$ cat config.mk
export PLATFORM = sky130hd
export DESIGN_NAME = float_sqrt_newton_raphson_top_flat
export DESIGN_NICKNAME = d
export VERILOG_FILES = /design/src/rtl/core/fsr_pkg.sv /design/src/rtl/core/fsr_if.sv /design/src/rtl/core/fsr_datapath.sv /design/src/rtl/core/fsr_ctrl.sv /design/src/rtl/core/float_sqrt_newton_raphson_top.sv /design/src/flat_wrapper.sv
export SDC_FILE = /design/constraint.sdc
export NUM_CORES = 2
export LEC_CHECK = 0
export ABC_AREA = 1
export BUFFER_PORTS_ARGS = -buffer_cell sky130_fd_sc_hd__buf_2
export CORE_ASPECT_RATIO = 1.1
export CORE_MARGIN = 3
export CORE_UTILIZATION = 40
export CTS_BUF_LIST = sky130_fd_sc_hd__clkbuf_8
export CTS_CLUSTER_DIAMETER = 40
export DETAILED_ROUTE_END_ITERATION = 8
export PLACE_DENSITY = 0.62
export SYNTH_ARGS = -nofsm -noshare
export SYNTH_HDL_FRONTEND = slang
export SYNTH_SLANG_ARGS = --single-unit
$ cat constraint.sdc
create_clock -name clk_i -period 9.02 [get_ports clk_i]
set_input_delay 1.804 -clock clk_i [delete_from_list [all_inputs] [get_ports clk_i]]
set_output_delay 1.804 -clock clk_i [all_outputs]
set_load 0.005 [all_outputs]
$ cat src/rtl/core/fsr_pkg.sv
`timescale 1ns / 1ps
`default_nettype none
// -----------------------------------------------------------------------------
// fsr_pkg
// Shared types and constants of the Newton-Raphson single-precision square root.
// -----------------------------------------------------------------------------
package fsr_pkg;

  localparam int unsigned CountW = 5;
  localparam int unsigned DivSteps = 25;
  localparam int unsigned StepW = 5;

  localparam logic [7:0]  ExpBias = 8'd127;
  localparam logic [7:0]  ExpAllOnes = 8'hFF;
  localparam logic [31:0] QuietNan = 32'h7FC0_0000;

  // Significand of 1/sqrt2 truncated to 53 bits, exponent -1.
  localparam logic [52:0] InvSqrt2Mant = 53'h16A09E667F3BCC;

  typedef enum logic [3:0] {
    CMD_NONE,
    CMD_LOAD,
    CMD_MUL_LO,
    CMD_MUL_HI,
    CMD_MUL_SUM,
    CMD_MUL_RND,
    CMD_DIV_INIT,
    CMD_DIV_STEP,
    CMD_DIV_RND,
    CMD_ADD_ALN,
    CMD_ADD_RND,
    CMD_PUBLISH
  } fsr_cmd_e;

  typedef struct packed {
    fsr_cmd_e cmd;
  } fsr_ctrl_t;

  typedef struct packed {
    logic special;
    logic odd_exp;
    logic div_last;
    logic go_on;
  } fsr_stat_t;

endpackage
`default_nettype wire

$ cat src/rtl/core/fsr_if.sv
`timescale 1ns / 1ps
`default_nettype none
// -----------------------------------------------------------------------------
// fsr_in_if / fsr_out_if
// Valid/ready channels carrying the operand word and the result word.
// -----------------------------------------------------------------------------
interface fsr_in_if;
  logic        valid;
  logic        ready;
  logic [31:0] operand_bits;

  modport source (output valid, output operand_bits, input ready);
  modport sink (input valid, input operand_bits, output ready);
endinterface

interface fsr_out_if;
  logic        valid;
  logic        ready;
  logic [31:0] root_bits;
  logic [4:0]  iteration_count;

  modport source (output valid, output root_bits, output iteration_count, input ready);
  modport sink (input valid, input root_bits, input iteration_count, output ready);
endinterface
`default_nettype wire

$ cat src/rtl/core/fsr_datapath.sv
`timescale 1ns / 1ps
`default_nettype none
// -----------------------------------------------------------------------------
// fsr_datapath
// Operand classification, seed build, 1/sqrt2 multiply, radix-2 divider,
// adder with exponent halving, and the result register.
// -----------------------------------------------------------------------------
module fsr_datapath
  import fsr_pkg::*;
#(
  parameter int unsigned MAX_ITERATIONS = 8
) (
  input  wire logic                clk_i,
  input  wire fsr_ctrl_t           ctrl_i,
  input  wire logic [31:0]         operand_i,
  output fsr_stat_t                stat_o,
  output logic      [31:0]         root_o,
  output logic      [CountW-1:0]   count_o
);

  localparam logic [26:0] CLow = InvSqrt2Mant[26:0];
  localparam logic [25:0] CHigh = InvSqrt2Mant[52:27];
  localparam logic [CountW-1:0] MaxCount = CountW'(MAX_ITERATIONS);

  logic [31:0]       a_q, x0_q, x1_q, q_q, res_q;
  logic [CountW-1:0] cnt_q, rcnt_q;
  logic              special_q, odd_q;
  logic [50:0]       lo_q;
  logic [49:0]       hi_q;
  logic [76:0]       p_q;
  logic [25:0]       rem_q;
  logic [24:0]       quo_q;
  logic signed [9:0] qexp_q;
  logic [StepW-1:0]  step_q;
  logic [26:0]       big_q, small_q;
  logic [7:0]        aexp_q;

  // Operand classification and seed.
  logic              in_sign;
  logic [7:0]        in_exp;
  logic [22:0]       in_frac;
  logic signed [9:0] in_e, in_half;
  logic              in_odd;
  logic [7:0]        seed_exp;
  logic              in_special;
  logic [31:0]       in_spec_root;

  always_comb begin
    in_sign  = operand_i[31];
    in_exp   = operand_i[30:23];
    in_frac  = operand_i[22:0];
    in_e     = $signed({2'b00, in_exp}) - $signed({2'b00, ExpBias});
    in_odd   = in_e[0];
    in_half  = (in_e + $signed({9'd0, in_odd})) >>> 1;
    seed_exp = 8'(in_half) + ExpBias;

    in_special = (in_exp == 8'd0) || (in_exp == ExpAllOnes) || in_sign;
    if (in_exp == 8'd0) begin
      in_spec_root = {in_sign, 31'd0};
    end else if (in_exp == ExpAllOnes && in_frac != 23'd0) begin
      in_spec_root = operand_i;
    end else if (in_sign) begin
      in_spec_root = QuietNan;
    end else begin
      in_spec_root = operand_i;
    end
  end

  // Rounding of the 1/sqrt2 product: to binary64, then to binary32.
  logic [76:0] m_norm;
  logic [52:0] m_d53, m_dr;
  logic [53:0] m_d54;
  logic        m_up1, m_up2, m_inc1;
  logic [24:0] m_m25;
  logic [22:0] m_frac;
  logic [7:0]  m_exp;

  always_comb begin
    m_norm = p_q[76] ? p_q : {p_q[75:0], 1'b0};
    m_d53  = m_norm[76:24];
    m_up1  = m_norm[23] & ((|m_norm[22:0]) | m_d53[0]);
    m_d54  = {1'b0, m_d53} + {53'd0, m_up1};
    m_inc1 = m_d54[53];
    m_dr   = m_inc1 ? {1'b1, 52'd0} : m_d54[52:0];
    m_up2  = m_dr[28] & ((|m_dr[27:0]) | m_dr[29]);
    m_m25  = {1'b0, m_dr[52:29]} + {24'd0, m_up2};
    m_frac = m_m25[24] ? 23'd0 : m_m25[22:0];
    m_exp  = x1_q[30:23] - {7'd0, ~p_q[76]} + {7'd0, m_inc1} + {7'd0, m_m25[24]};
  end

  // Divider setup and step.
  logic [23:0] d_ma, d_mb, d_div;
  logic        d_lt, d_ge;
  logic [25:0] d_sub;
  logic [23:0] d_m;
  logic        d_up;
  logic [24:0] d_m25;
  logic [9:0]  d_exp;

  always_comb begin
    d_ma  = {1'b1, a_q[22:0]};
    d_mb  = {1'b1, x1_q[22:0]};
    d_lt  = d_ma < d_mb;
    d_div = {1'b1, x0_q[22:0]};
    d_ge  = rem_q >= {2'b00, d_div};
    d_sub = rem_q - {2'b00, d_div};
    d_m   = quo_q[24:1];
    d_up  = quo_q[0] & ((|rem_q) | d_m[0]);
    d_m25 = {1'b0, d_m} + {24'd0, d_up};
    d_exp = 10'(qexp_q) + {9'd0, d_m25[24]};
  end

  // Adder alignment and rounding.
  logic        x_big;
  logic [31:0] a_bg, a_sm;
  logic [7:0]  a_dist;
  logic [26:0] a_smm, a_sh, a_mask;
  logic        a_lost;
  logic [27:0] a_sum;
  logic [23:0] a_m;
  logic        a_g, a_s, a_up;
  logic [24:0] a_m25;
  logic [7:0]  a_exp;

  always_comb begin
    x_big  = x0_q >= q_q;
    a_bg   = x_big ? x0_q : q_q;
    a_sm   = x_big ? q_q : x0_q;
    a_dist = a_bg[30:23] - a_sm[30:23];
    a_smm  = {1'b1, a_sm[22:0], 3'b000};
    a_sh   = a_smm >> a_dist;
    a_mask = (27'd1 << a_dist) - 27'd1;
    a_lost = |(a_smm & a_mask);

    a_sum = {1'b0, big_q} + {1'b0, small_q};
    if (a_sum[27]) begin
      a_m = a_sum[27:4];
      a_g = a_sum[3];
      a_s = |a_sum[2:0];
    end else begin
      a_m = a_sum[26:3];
      a_g = a_sum[2];
      a_s = |a_sum[1:0];
    end
    a_up  = a_g & (a_s | a_m[0]);
    a_m25 = {1'b0, a_m} + {24'd0, a_up};
    // The trailing decrement halves the sum; it wraps like the 8-bit field.
    a_exp = aexp_q + {7'd0, a_sum[27]} + {7'd0, a_m25[24]} - 8'd1;
  end

  always_ff @(posedge clk_i) begin
    case (ctrl_i.cmd)
      CMD_LOAD: begin
        a_q       <= operand_i;
        cnt_q     <= '0;
        odd_q     <= in_odd;
        special_q <= in_special;
        // A special value is carried in the estimate register to the publish step.
        x1_q      <= in_special ? in_spec_root : {1'b0, seed_exp, 1'b0, in_frac[22:1]};
      end
      CMD_MUL_LO: lo_q <= 51'({1'b1, x1_q[22:0]}) * 51'(CLow);
      CMD_MUL_HI: hi_q <= 50'({1'b1, x1_q[22:0]}) * 50'(CHigh);
      CMD_MUL_SUM: p_q <= {hi_q, 27'd0} + {26'd0, lo_q};
      CMD_MUL_RND: x1_q <= {1'b0, m_exp, m_frac};
      CMD_DIV_INIT: begin
        x0_q   <= x1_q;
        rem_q  <= d_lt ? {1'b0, d_ma, 1'b0} : {2'b00, d_ma};
        qexp_q <= $signed({2'b00, a_q[30:23]}) - $signed({2'b00, x1_q[30:23]})
                  + $signed({2'b00, ExpBias}) - $signed({9'd0, d_lt});
        quo_q  <= '0;
        step_q <= '0;
      end
      CMD_DIV_STEP: begin
        quo_q  <= {quo_q[23:0], d_ge};
        rem_q  <= d_ge ? {d_sub[24:0], 1'b0} : {rem_q[24:0], 1'b0};
        step_q <= step_q + StepW'(1);
      end
      CMD_DIV_RND: q_q <= {1'b0, d_exp[7:0], d_m25[24] ? 23'd0 : d_m25[22:0]};
      CMD_ADD_ALN: begin
        big_q   <= {1'b1, a_bg[22:0], 3'b000};
        small_q <= (a_dist >= 8'd27) ? 27'd1 : {a_sh[26:1], a_sh[0] | a_lost};
        aexp_q  <= a_bg[30:23];
      end
      CMD_ADD_RND: begin
        x1_q  <= {1'b0, a_exp, a_m25[24] ? 23'd0 : a_m25[22:0]};
        cnt_q <= cnt_q + CountW'(1);
      end
      CMD_PUBLISH: begin
        res_q  <= x1_q;
        rcnt_q <= cnt_q;
      end
      default: begin
      end
    endcase
  end

  always_comb begin
    stat_o.special  = special_q;
    stat_o.odd_exp  = odd_q;
    stat_o.div_last = step_q == StepW'(DivSteps - 1);
    // Both estimates are positive, so their encodings order like the values.
    stat_o.go_on    = (x0_q > x1_q) && (cnt_q < MaxCount);
    root_o          = res_q;
    count_o         = rcnt_q;
  end

endmodule
`default_nettype wire

$ cat src/rtl/core/fsr_ctrl.sv
`timescale 1ns / 1ps
`default_nettype none
// -----------------------------------------------------------------------------
// fsr_ctrl
// Sequencer: seed, optional 1/sqrt2 multiply, divide/add iterations, publish.
// -----------------------------------------------------------------------------
module fsr_ctrl
  import fsr_pkg::*;
(
  input  wire logic      clk_i,
  input  wire logic      rst_ni,
  input  wire logic      in_valid_i,
  output logic           in_ready_o,
  output logic           out_valid_o,
  input  wire logic      out_ready_i,
  input  wire fsr_stat_t stat_i,
  output fsr_ctrl_t      ctrl_o
);

  typedef enum logic [3:0] {
    ST_IDLE,
    ST_BRANCH,
    ST_MUL_LO,
    ST_MUL_HI,
    ST_MUL_SUM,
    ST_MUL_RND,
    ST_DIV_INIT,
    ST_DIV_STEP,
    ST_DIV_RND,
    ST_ADD_ALN,
    ST_ADD_RND,
    ST_CHECK,
    ST_DONE
  } state_e;

  state_e state_q;
  logic   out_valid_q;
  logic   can_publish;

  assign can_publish = !out_valid_q || out_ready_i;
  assign in_ready_o  = state_q == ST_IDLE;
  assign out_valid_o = out_valid_q;

  always_comb begin
    ctrl_o.cmd = CMD_NONE;
    case (state_q)
      ST_IDLE:     ctrl_o.cmd = in_valid_i ? CMD_LOAD : CMD_NONE;
      ST_MUL_LO:   ctrl_o.cmd = CMD_MUL_LO;
      ST_MUL_HI:   ctrl_o.cmd = CMD_MUL_HI;
      ST_MUL_SUM:  ctrl_o.cmd = CMD_MUL_SUM;
      ST_MUL_RND:  ctrl_o.cmd = CMD_MUL_RND;
      ST_DIV_INIT: ctrl_o.cmd = CMD_DIV_INIT;
      ST_DIV_STEP: ctrl_o.cmd = CMD_DIV_STEP;
      ST_DIV_RND:  ctrl_o.cmd = CMD_DIV_RND;
      ST_ADD_ALN:  ctrl_o.cmd = CMD_ADD_ALN;
      ST_ADD_RND:  ctrl_o.cmd = CMD_ADD_RND;
      ST_DONE:     ctrl_o.cmd = can_publish ? CMD_PUBLISH : CMD_NONE;
      default:     ctrl_o.cmd = CMD_NONE;
    endcase
  end

  always_ff @(posedge clk_i or negedge rst_ni) begin
    if (!rst_ni) begin
      state_q     <= ST_IDLE;
      out_valid_q <= 1'b0;
    end else begin
      if (out_valid_q && out_ready_i) begin
        out_valid_q <= 1'b0;
      end
      case (state_q)
        ST_IDLE: begin
          if (in_valid_i) begin
            state_q <= ST_BRANCH;
          end
        end
        ST_BRANCH: begin
          if (stat_i.special) begin
            state_q <= ST_DONE;
          end else if (stat_i.odd_exp) begin
            state_q <= ST_MUL_LO;
          end else begin
            state_q <= ST_DIV_INIT;
          end
        end
        ST_MUL_LO:   state_q <= ST_MUL_HI;
        ST_MUL_HI:   state_q <= ST_MUL_SUM;
        ST_MUL_SUM:  state_q <= ST_MUL_RND;
        ST_MUL_RND:  state_q <= ST_DIV_INIT;
        ST_DIV_INIT: state_q <= ST_DIV_STEP;
        ST_DIV_STEP: begin
          if (stat_i.div_last) begin
            state_q <= ST_DIV_RND;
          end
        end
        ST_DIV_RND:  state_q <= ST_ADD_ALN;
        ST_ADD_ALN:  state_q <= ST_ADD_RND;
        ST_ADD_RND:  state_q <= ST_CHECK;
        ST_CHECK:    state_q <= stat_i.go_on ? ST_DIV_INIT : ST_DONE;
        ST_DONE: begin
          if (can_publish) begin
            out_valid_q <= 1'b1;
            state_q     <= ST_IDLE;
          end
        end
        default:     state_q <= ST_IDLE;
      endcase
    end
  end

endmodule
`default_nettype wire

$ cat src/rtl/core/float_sqrt_newton_raphson_top.sv
`timescale 1ns / 1ps
`default_nettype none
// -----------------------------------------------------------------------------
// float_sqrt_newton_raphson_top
// Single-precision square root refined by Newton-Raphson on a shared unit.
// -----------------------------------------------------------------------------
// The in_i channel takes one word per operand, a raw binary32 encoding; out_o
// returns the root encoding and the number of refinements performed.
// One operand is worked on at a time. A special value (zero, subnormal,
// negative, infinity, NaN) skips refinement and goes straight to publish.
// A normal operand runs N refinements, after a 1/sqrt2 multiply when its
// unbiased exponent is odd; N is at most MAX_ITERATIONS. Each refinement is
// bound by the radix-2 divider, which retires one quotient bit per cycle
// for 25 quotient bits, followed by rounding, the adder's align and round
// steps and the loop test.
// The result word sits in an output register; a new operand is accepted as
// soon as the sequencer is idle, even while that word still waits. If the
// receiver stalls, the next result waits inside until the register frees.
// Reset clears the sequencer and the output valid; no word is pending after.
// -----------------------------------------------------------------------------
module float_sqrt_newton_raphson_top
  import fsr_pkg::*;
#(
  parameter int unsigned MAX_ITERATIONS = 8
) (
  input  wire logic  clk_i,
  input  wire logic  rst_ni,
  fsr_in_if.sink     in_i,
  fsr_out_if.source  out_o
);

  fsr_ctrl_t ctrl;
  fsr_stat_t stat;

  fsr_ctrl u_ctrl (
    .clk_i       (clk_i),
    .rst_ni      (rst_ni),
    .in_valid_i  (in_i.valid),
    .in_ready_o  (in_i.ready),
    .out_valid_o (out_o.valid),
    .out_ready_i (out_o.ready),
    .stat_i      (stat),
    .ctrl_o      (ctrl)
  );

  fsr_datapath #(
    .MAX_ITERATIONS (MAX_ITERATIONS)
  ) u_datapath (
    .clk_i     (clk_i),
    .ctrl_i    (ctrl),
    .operand_i (in_i.operand_bits),
    .stat_o    (stat),
    .root_o    (out_o.root_bits),
    .count_o   (out_o.iteration_count)
  );

  // Only one operand is in flight.
  assert property (@(posedge clk_i) disable iff (!rst_ni)
    in_i.valid && in_i.ready |=> !in_i.ready)
    else $error("operand accepted while another is in flight");

  assert property (@(posedge clk_i) disable iff (!rst_ni)
    out_o.valid |-> out_o.iteration_count <= CountW'(MAX_ITERATIONS))
    else $error("iteration count beyond the cap");

  // A refined root comes from a positive operand.
  assert property (@(posedge clk_i) disable iff (!rst_ni)
    out_o.valid && out_o.iteration_count != '0 |-> !out_o.root_bits[31])
    else $error("refined root carries a sign");

endmodule
`default_nettype wire
$ cat src/flat_wrapper.sv
// flat-port wrapper written by rule: the top's interface ports become plain ports
module float_sqrt_newton_raphson_top_flat import fsr_pkg::*;
#(
  parameter int unsigned MAX_ITERATIONS = 8
)
  (clk_i, rst_ni, in_i_valid, in_i_operand_bits, in_i_ready, out_o_valid, out_o_root_bits, out_o_iteration_count, out_o_ready);
  fsr_in_if in_i_i ();
  fsr_out_if out_o_i ();
  input  wire logic clk_i;
  input  wire logic rst_ni;
  input wire logic [$bits(in_i_i.valid)-1:0] in_i_valid;
  input wire logic [$bits(in_i_i.operand_bits)-1:0] in_i_operand_bits;
  output wire logic [$bits(in_i_i.ready)-1:0] in_i_ready;
  output wire logic [$bits(out_o_i.valid)-1:0] out_o_valid;
  output wire logic [$bits(out_o_i.root_bits)-1:0] out_o_root_bits;
  output wire logic [$bits(out_o_i.iteration_count)-1:0] out_o_iteration_count;
  input wire logic [$bits(out_o_i.ready)-1:0] out_o_ready;
  assign in_i_i.valid = in_i_valid;
  assign in_i_i.operand_bits = in_i_operand_bits;
  assign in_i_ready = in_i_i.ready;
  assign out_o_valid = out_o_i.valid;
  assign out_o_root_bits = out_o_i.root_bits;
  assign out_o_iteration_count = out_o_i.iteration_count;
  assign out_o_i.ready = out_o_ready;
  float_sqrt_newton_raphson_top #(.MAX_ITERATIONS(MAX_ITERATIONS)) u_core (.clk_i(clk_i), .rst_ni(rst_ni), .in_i(in_i_i), .out_o(out_o_i));
endmodule
=== Yosys cells after proc, flatten, opt, wreduce, memory -nomap -nowiden ===
Cells that the tools add are included.

* Register bits after elaboration: 471
* Output and inout bits: 39
* Word-level logic and storage cells: 148

* Equality and inequality tests: 28
* $add $sub $neg: 24
* Reduce and logical (&&, ||, !) cells: 20
* Order comparisons: 6
* $mul: 2
* Shift-type cells: 2
* Mux-type cells: 33
* Bitwise operators: 11

{| class="wikitable"
|+ Operators by type and width
! cell !! count
|-
| 32-bit two-way mux || 3
|-
| 32-bit one-hot mux with 3 select lines || 1
|-
| 31-bit two-way mux || 3
|-
| 77-bit by 51-bit adder with 77-bit output || 1
|-
| 77-bit two-way mux || 1
|-
| 24-bit by 1-bit adder with 25-bit output || 3
|-
| 53-bit by 1-bit adder with 54-bit output || 1
|-
| 53-bit two-way mux || 1
|-
| 26-bit one-hot mux with 2 select lines || 1
|-
| 4-bit one-hot mux with 13 select lines || 1
|-
| 25-bit one-hot mux with 2 select lines || 1
|-
| 24-bit by 25-bit multiplier with 49-bit output (second input constant) || 1
|-
| 24-bit by 24-bit multiplier with 48-bit output (second input constant) || 1
|-
| 23-bit two-way mux || 2
|-
| 4-bit one-hot mux with 11 select lines || 1
|-
| 8-bit by 1-bit adder with 8-bit output || 5
|-
| 4-bit == test (second input constant) || 9
|-
| 4-bit by 3-bit == test with 1-bit output (second input constant) || 8
|-
| 32-bit by 31-bit greater-or-equal comparator with 1-bit output || 1
|-
| 32-bit greater-than comparator || 1
|-
| 27-bit by 27-bit adder with 28-bit output || 1
|-
| 28-bit OR reduction || 1
|-
| 27-bit AND || 1
|-
| 27-bit OR reduction || 1
|-
| 46 further kinds || 76
|}

=== Longest topological paths before layout ===
* Depth in word-level cells: 12
* Gate-level depth with buffers: 46

=== Hierarchy ===
A second synthesis with hierarchy kept.

* Cell total of the unflattened synthesis: 5529
* Area, all modules: 50184.4 um^2

{| class="wikitable"
|+ Modules (own cells, without submodules)
! module !! cells an instance !! times used !! seq. area each (um^2) !! area an instance (um^2)
|-
| fsr_datapath || 5460 || 1 || 13933.4 || 49756.5
|-
| fsr_ctrl || 69 || 1 || 125.1 || 427.9
|}

=== Worst setup path before layout ===
Ideal clock, no wire load.

* Kind: register to register
* Start: reg u_core.u_datapath.x1_q[6]
* End: reg u_core.u_datapath.lo_q[48], data pin
* Arrival: 6498 ps
* Clock period less this slack: 6760 ps
* Data required time: 8758 ps
* Cell stages (with the launch flop): 24
* Path buffers: 0
* Setup slack: 2260 ps
* Cell sequence: edfxtp_1 -> fa_1 -> inv_1 -> fa_1 -> fa_1 -> inv_1 -> ha_1 -> inv_1 -> fa_1 -> fa_1 -> inv_1 -> fa_1 -> ha_1 -> a21oi_1 -> a21boi_1 -> o21ai_0 -> a21boi_1 -> o21ai_0 -> a21boi_1 -> o31ai_1 -> a21oi_1 -> o21ai_0 -> a21oi_1 -> xor2_1

* Word-level cells in the longest chain between the ends: 1

{| class="wikitable"
|+ RTL lines
! element !! RTL line !! text
|-
| start, declared || fsr_datapath.sv:25 || <nowiki>logic [31:0] a_q, x0_q, x1_q, q_q, res_q;</nowiki>
|-
| start signal, assigned || fsr_datapath.sv:159 || <nowiki>x1_q <= in_special ? in_spec_root : {1'b0, seed_exp, 1'b0, in_frac[22:1]};</nowiki>
|-
| start signal, assigned || fsr_datapath.sv:164 || <nowiki>CMD_MUL_RND: x1_q <= {1'b0, m_exp, m_frac};</nowiki>
|-
| start signal, assigned || fsr_datapath.sv:185 || <nowiki>x1_q <= {1'b0, a_exp, a_m25[24] ? 23'd0 : a_m25[22:0]};</nowiki>
|-
| 24-bit by 25-bit multiplier with 49-bit output || fsr_datapath.sv:161 || <nowiki>CMD_MUL_LO: lo_q <= 51'({1'b1, x1_q[22:0]}) * 51'(CLow);</nowiki>
|-
| end signal, assigned || fsr_datapath.sv:161 ||
|-
| end, declared || fsr_datapath.sv:28 || <nowiki>logic [50:0] lo_q;</nowiki>
|}

No other way between the ends.
A chain may end at the register's enable or synchronous reset.

=== Worst setup path in the final report ===
* Start: reg u_core.u_datapath.x1_q[7]
* End: reg u_core.u_datapath.lo_q[50], data pin

Same word-level chain as after synthesis.

==> key figures <==
Yosys
  • Synthesized area per cell: 9.08 sq um
  • Register area share after synthesis: 28.0%
  • Synth async-reset ratio: 1.07%
  • Synth Instances: 5529
  • EDFF count, synth: 464
  • Ys flop type: edfxtp_1
  • Flops & latches, synth: 469
  • Post-Synthesis Cell Area: 50200 sq um
  • Synth warn: 0
  • Synth unique cells: 70
  • Mapped Nets: 6657

Cells and area
  • Area grow syn2layout: 8.83%
  • Layout Cells excl Fill: 7394
  • Leading cell types in the layout, fill and taps excluded: inv_1, nand2_1, ha_1
  • Nets: 6801
  • FILL cells: 12.1k
  • Fin util: 44.1%
  • Layout cells sized above 1: 6.61%
  • Most common library cell in the layout ignoring fill and taps: inv_1

STA
  • Final Slew Violations: 0
  • Rel. slew slack: 6.05%
  • Worst setup skew after layout: 0.0554 ns
  • Worst-Margin Slew: 1.39 ns
  • Final hold vios: 0
  • WHS: 0.416 ns
  • Final Cycle Share: 86.4%
  • Crit path time final: 7.79 ns
  • Final setup TNS: 0 ns
  • Finish-stage setup viols: 0
  • F_max: 128 MHz
  • RSZ-0062 raised after global routing: no

Critical path
  • Critical path data arrival time: 8.31 ns
  • Critical path fanouts, max: 10
  • Kind of critical path: register to register
  • RR Startpoint: u_core.u_datapath.x1_q[7]
  • Register-to-register setup slack: 1.23 ns
  • CP Capture Type: register
  • RR Endpoint: u_core.u_datapath.lo_q[50]
  • Critical path required time: 9.53 ns
  • Worst R2R Path Depth: 24
  • Worst path most repeated cell: fa_1
  • Slowest-stage cell, CP: fa_1
  • Startpoint Class: register
  • CP Cell Sequence: fa_1, inv_1, fa_1, fa_1, inv_1, ha_1, inv_1, fa_1, fa_1, inv_1, fa_1, ha_1, a21oi_1, a21boi_1, o21ai_0, a21boi_1, o21ai_0, a21boi_1, o21ai_0, a21boi_1, o21ai_0, a21boi_1, o21ai_0, xnor2_1
  • Slowest stage delay, CP: 0.78 ns

Placed design
  • DP Cell Count: 7224
  • Gpl congestion: 0.983
  • PortBufs: 74
  • HPWL after DPL: 136 mm

Detailed routing
  • DR vias/cell: 5.26
  • Routed length per instance: 21.8 um
  • # DRC: 0
  • Vias: 38.9k
  • Final ANT Viol Nets: 0
  • Total wire length: 161 mm
  • Drt pass-1 iters: 7
  • Iteration-0 DRC Markers: 3081

Floorplanning
  • Row cnt: 135
  • Die width: 344 um
  • Die footprint: 130000 sq um
  • Starting density of the core: 40.5%
  • IO Pins: 75
  • Die H: 378 um
  • Area of the core: 124000 sq um

Clock network
  • TritonCTS buffer count: 91
  • Clk_lat worst skew: 0.78 ns
  • H-tree depth: 3
  • Clk sink count: 469
  • Post-CTS setup buffer count: 0
  • Post-CTS sizing: 0
  • CTS clk-pin slew, worst paths: 0.06 ns
  • Clock root buffer: clkbuf_8
  • CTS tree: built
  • Hold_buf cts: 0
  • Clock tree buffer depth: 3

Global routing
  • Number of global-route vias before repair: 39.7k
  • Gr usage total: 25.2%
  • M2 GR Usage: 42.5%
  • Global-route wire length before repair: 244 mm
  • Met3 Use GR: 4.13%
  • Largest net degree at the start of global routing: 93
  • Met1 Resource Use GR: 31.7%
  • Initial antenna violation count: 10
  • Grt ovf: 0
  • Global routing's busiest layer: met2

Hold path
  • Worst min path class: register to register
  • Min-delay src: u_core.u_datapath.lo_q[10]
  • Worst Hold Depth: 0
  • WHS Endpoint: u_core.u_datapath.p_q[10]

Outcome
  • Status: completed

Flow run
  • Max-cap violations: 0
[synth_stat cells (6+ instances only)]
cell / number / area share, %
nor2_2: 12 / 0.15
nor3_1: 55 / 0.55
ha_1: 637 / 16
inv_2: 19 / 0.14
o311ai_0: 7 / 0.12
nor4_1: 30 / 0.37
nand2_1: 731 / 5.5
or2_1: 7 / 0.087
o21bai_1: 13 / 0.19
buf_1: 11 / 0.082
nor2_1: 465 / 3.5
o21ai_1: 28 / 0.28
nand4_1: 71 / 0.88
a21boi_0: 10 / 0.15
a31oi_1: 18 / 0.22
nand2_2: 7 / 0.087
a21o_1: 9 / 0.13
clkbuf_1: 48 / 0.36
o21ai_0: 267 / 2.7
buf_2: 8 / 0.080
nand3_1: 250 / 2.5
o21a_1: 13 / 0.19
xor2_1: 190 / 3.3
a211oi_1: 11 / 0.16
inv_1: 1078 / 8.1
mux2i_1: 27 / 0.54
a21oi_1: 259 / 2.6
fa_1: 455 / 18
o22ai_1: 42 / 0.52
or2_2: 42 / 0.52
o211ai_1: 27 / 0.40
edfxtp_1: 464 / 28
nand3b_1: 12 / 0.18
o221ai_1: 10 / 0.17
xnor2_1: 92 / 1.6
nor2_4: 6 / 0.13
a21boi_1: 7 / 0.10
[metrics by stage]
step	worst slack [ns]	area [sq um]
after floorplan	2.26	50200
after global placement	1.33	52700
after detailed placement	1.24	52700
after CTS	1.21	54600
after global routing	0.589	54600
final	1.23	54600
[per-layer routing]
metal,wire (um),part of all wire [%]
met1,65700,41
met4,8010,5.0
met2,77000,48
met3,10700,6.6
met5,16,0.0099
[logic make-up (layout without fill, tap and decap cells)]
family / Yosys count / count (layout) / synth area share (%)
multiplexers: 27 / 27 / 0.538
XOR/XNOR: 283 / 283 / 4.95
adder cells (fa/ha/maj): 1092 / 1092 / 34.0
AND/OR/NAND/NOR: 1727 / 1727 / 15.1
buffers and inverters: 1179 / 1397 / 8.95
flip-flops: 469 / 469 / 28.0
other: 0 / 3 / 0
AO/OA/AOI/OAI: 752 / 752 / 8.46
[flip-flops by register name, indices dropped and copies added (netlist names), 27 cells and up]
register                   cells
u_core.u_datapath.small_q     27
u_core.u_datapath.a_q         31
u_core.u_datapath.lo_q        49
u_core.u_datapath.x0_q        32
u_core.u_datapath.x1_q        32
u_core.u_datapath.hi_q        48
u_core.u_datapath.root_o      32
u_core.u_datapath.p_q         75
u_core.u_datapath.q_q         31
[critical path, delay by kind of cell, from the launching register on]
family / cells / cell delay (ns)
buffers and inverters: 4 / 0.29
flip-flops: 1 / 0.66
AO/OA/AOI/OAI: 11 / 2.52
adder cells (fa/ha/maj): 8 / 3.87
XOR/XNOR: 1 / 0.16
[layout make-up]
cell class	count	area, sq um	area share, %
Timing Repair Buffer	127	768	1.41
Sequential cell	469	14100	25.7
Antenna cell	3	7.51	0.0137
Clock inverter	75	623	1.14
Inverter	1103	4140	7.58
Multi-Input combinational cell	3881	31700	58.0
Clock buffer	92	1270	2.32
Tap cell	1644	2060	3.76
[worst max path at each step]
| stage | cells past startpoint | from | slack [ns] | to |
|---|---|---|---|---|
| 2_1_floorplan | 23 | u_core.u_datapath.x1_q[6] | 2.26 | u_core.u_datapath.lo_q[48] |
| 3_3_place_gp | 24 | u_core.u_datapath.x1_q[7] | 1.33 | u_core.u_datapath.lo_q[50] |
| 3_5_place_dp | 24 | u_core.u_datapath.x1_q[7] | 1.24 | u_core.u_datapath.lo_q[50] |
| 4_1_cts | 24 | u_core.u_datapath.x1_q[7] | 1.21 | u_core.u_datapath.lo_q[50] |
| 5_1_grt | 40 | u_core.u_datapath.p_q[76] | 0.59 | u_core.u_datapath.x1_q[29] |
| 6_report | 24 | u_core.u_datapath.x1_q[7] | 1.23 | u_core.u_datapath.lo_q[50] |
Power is left out: the tool's default activity adds up to more than one toggle a clock period on the data nets, which glitch-free logic cannot reach.
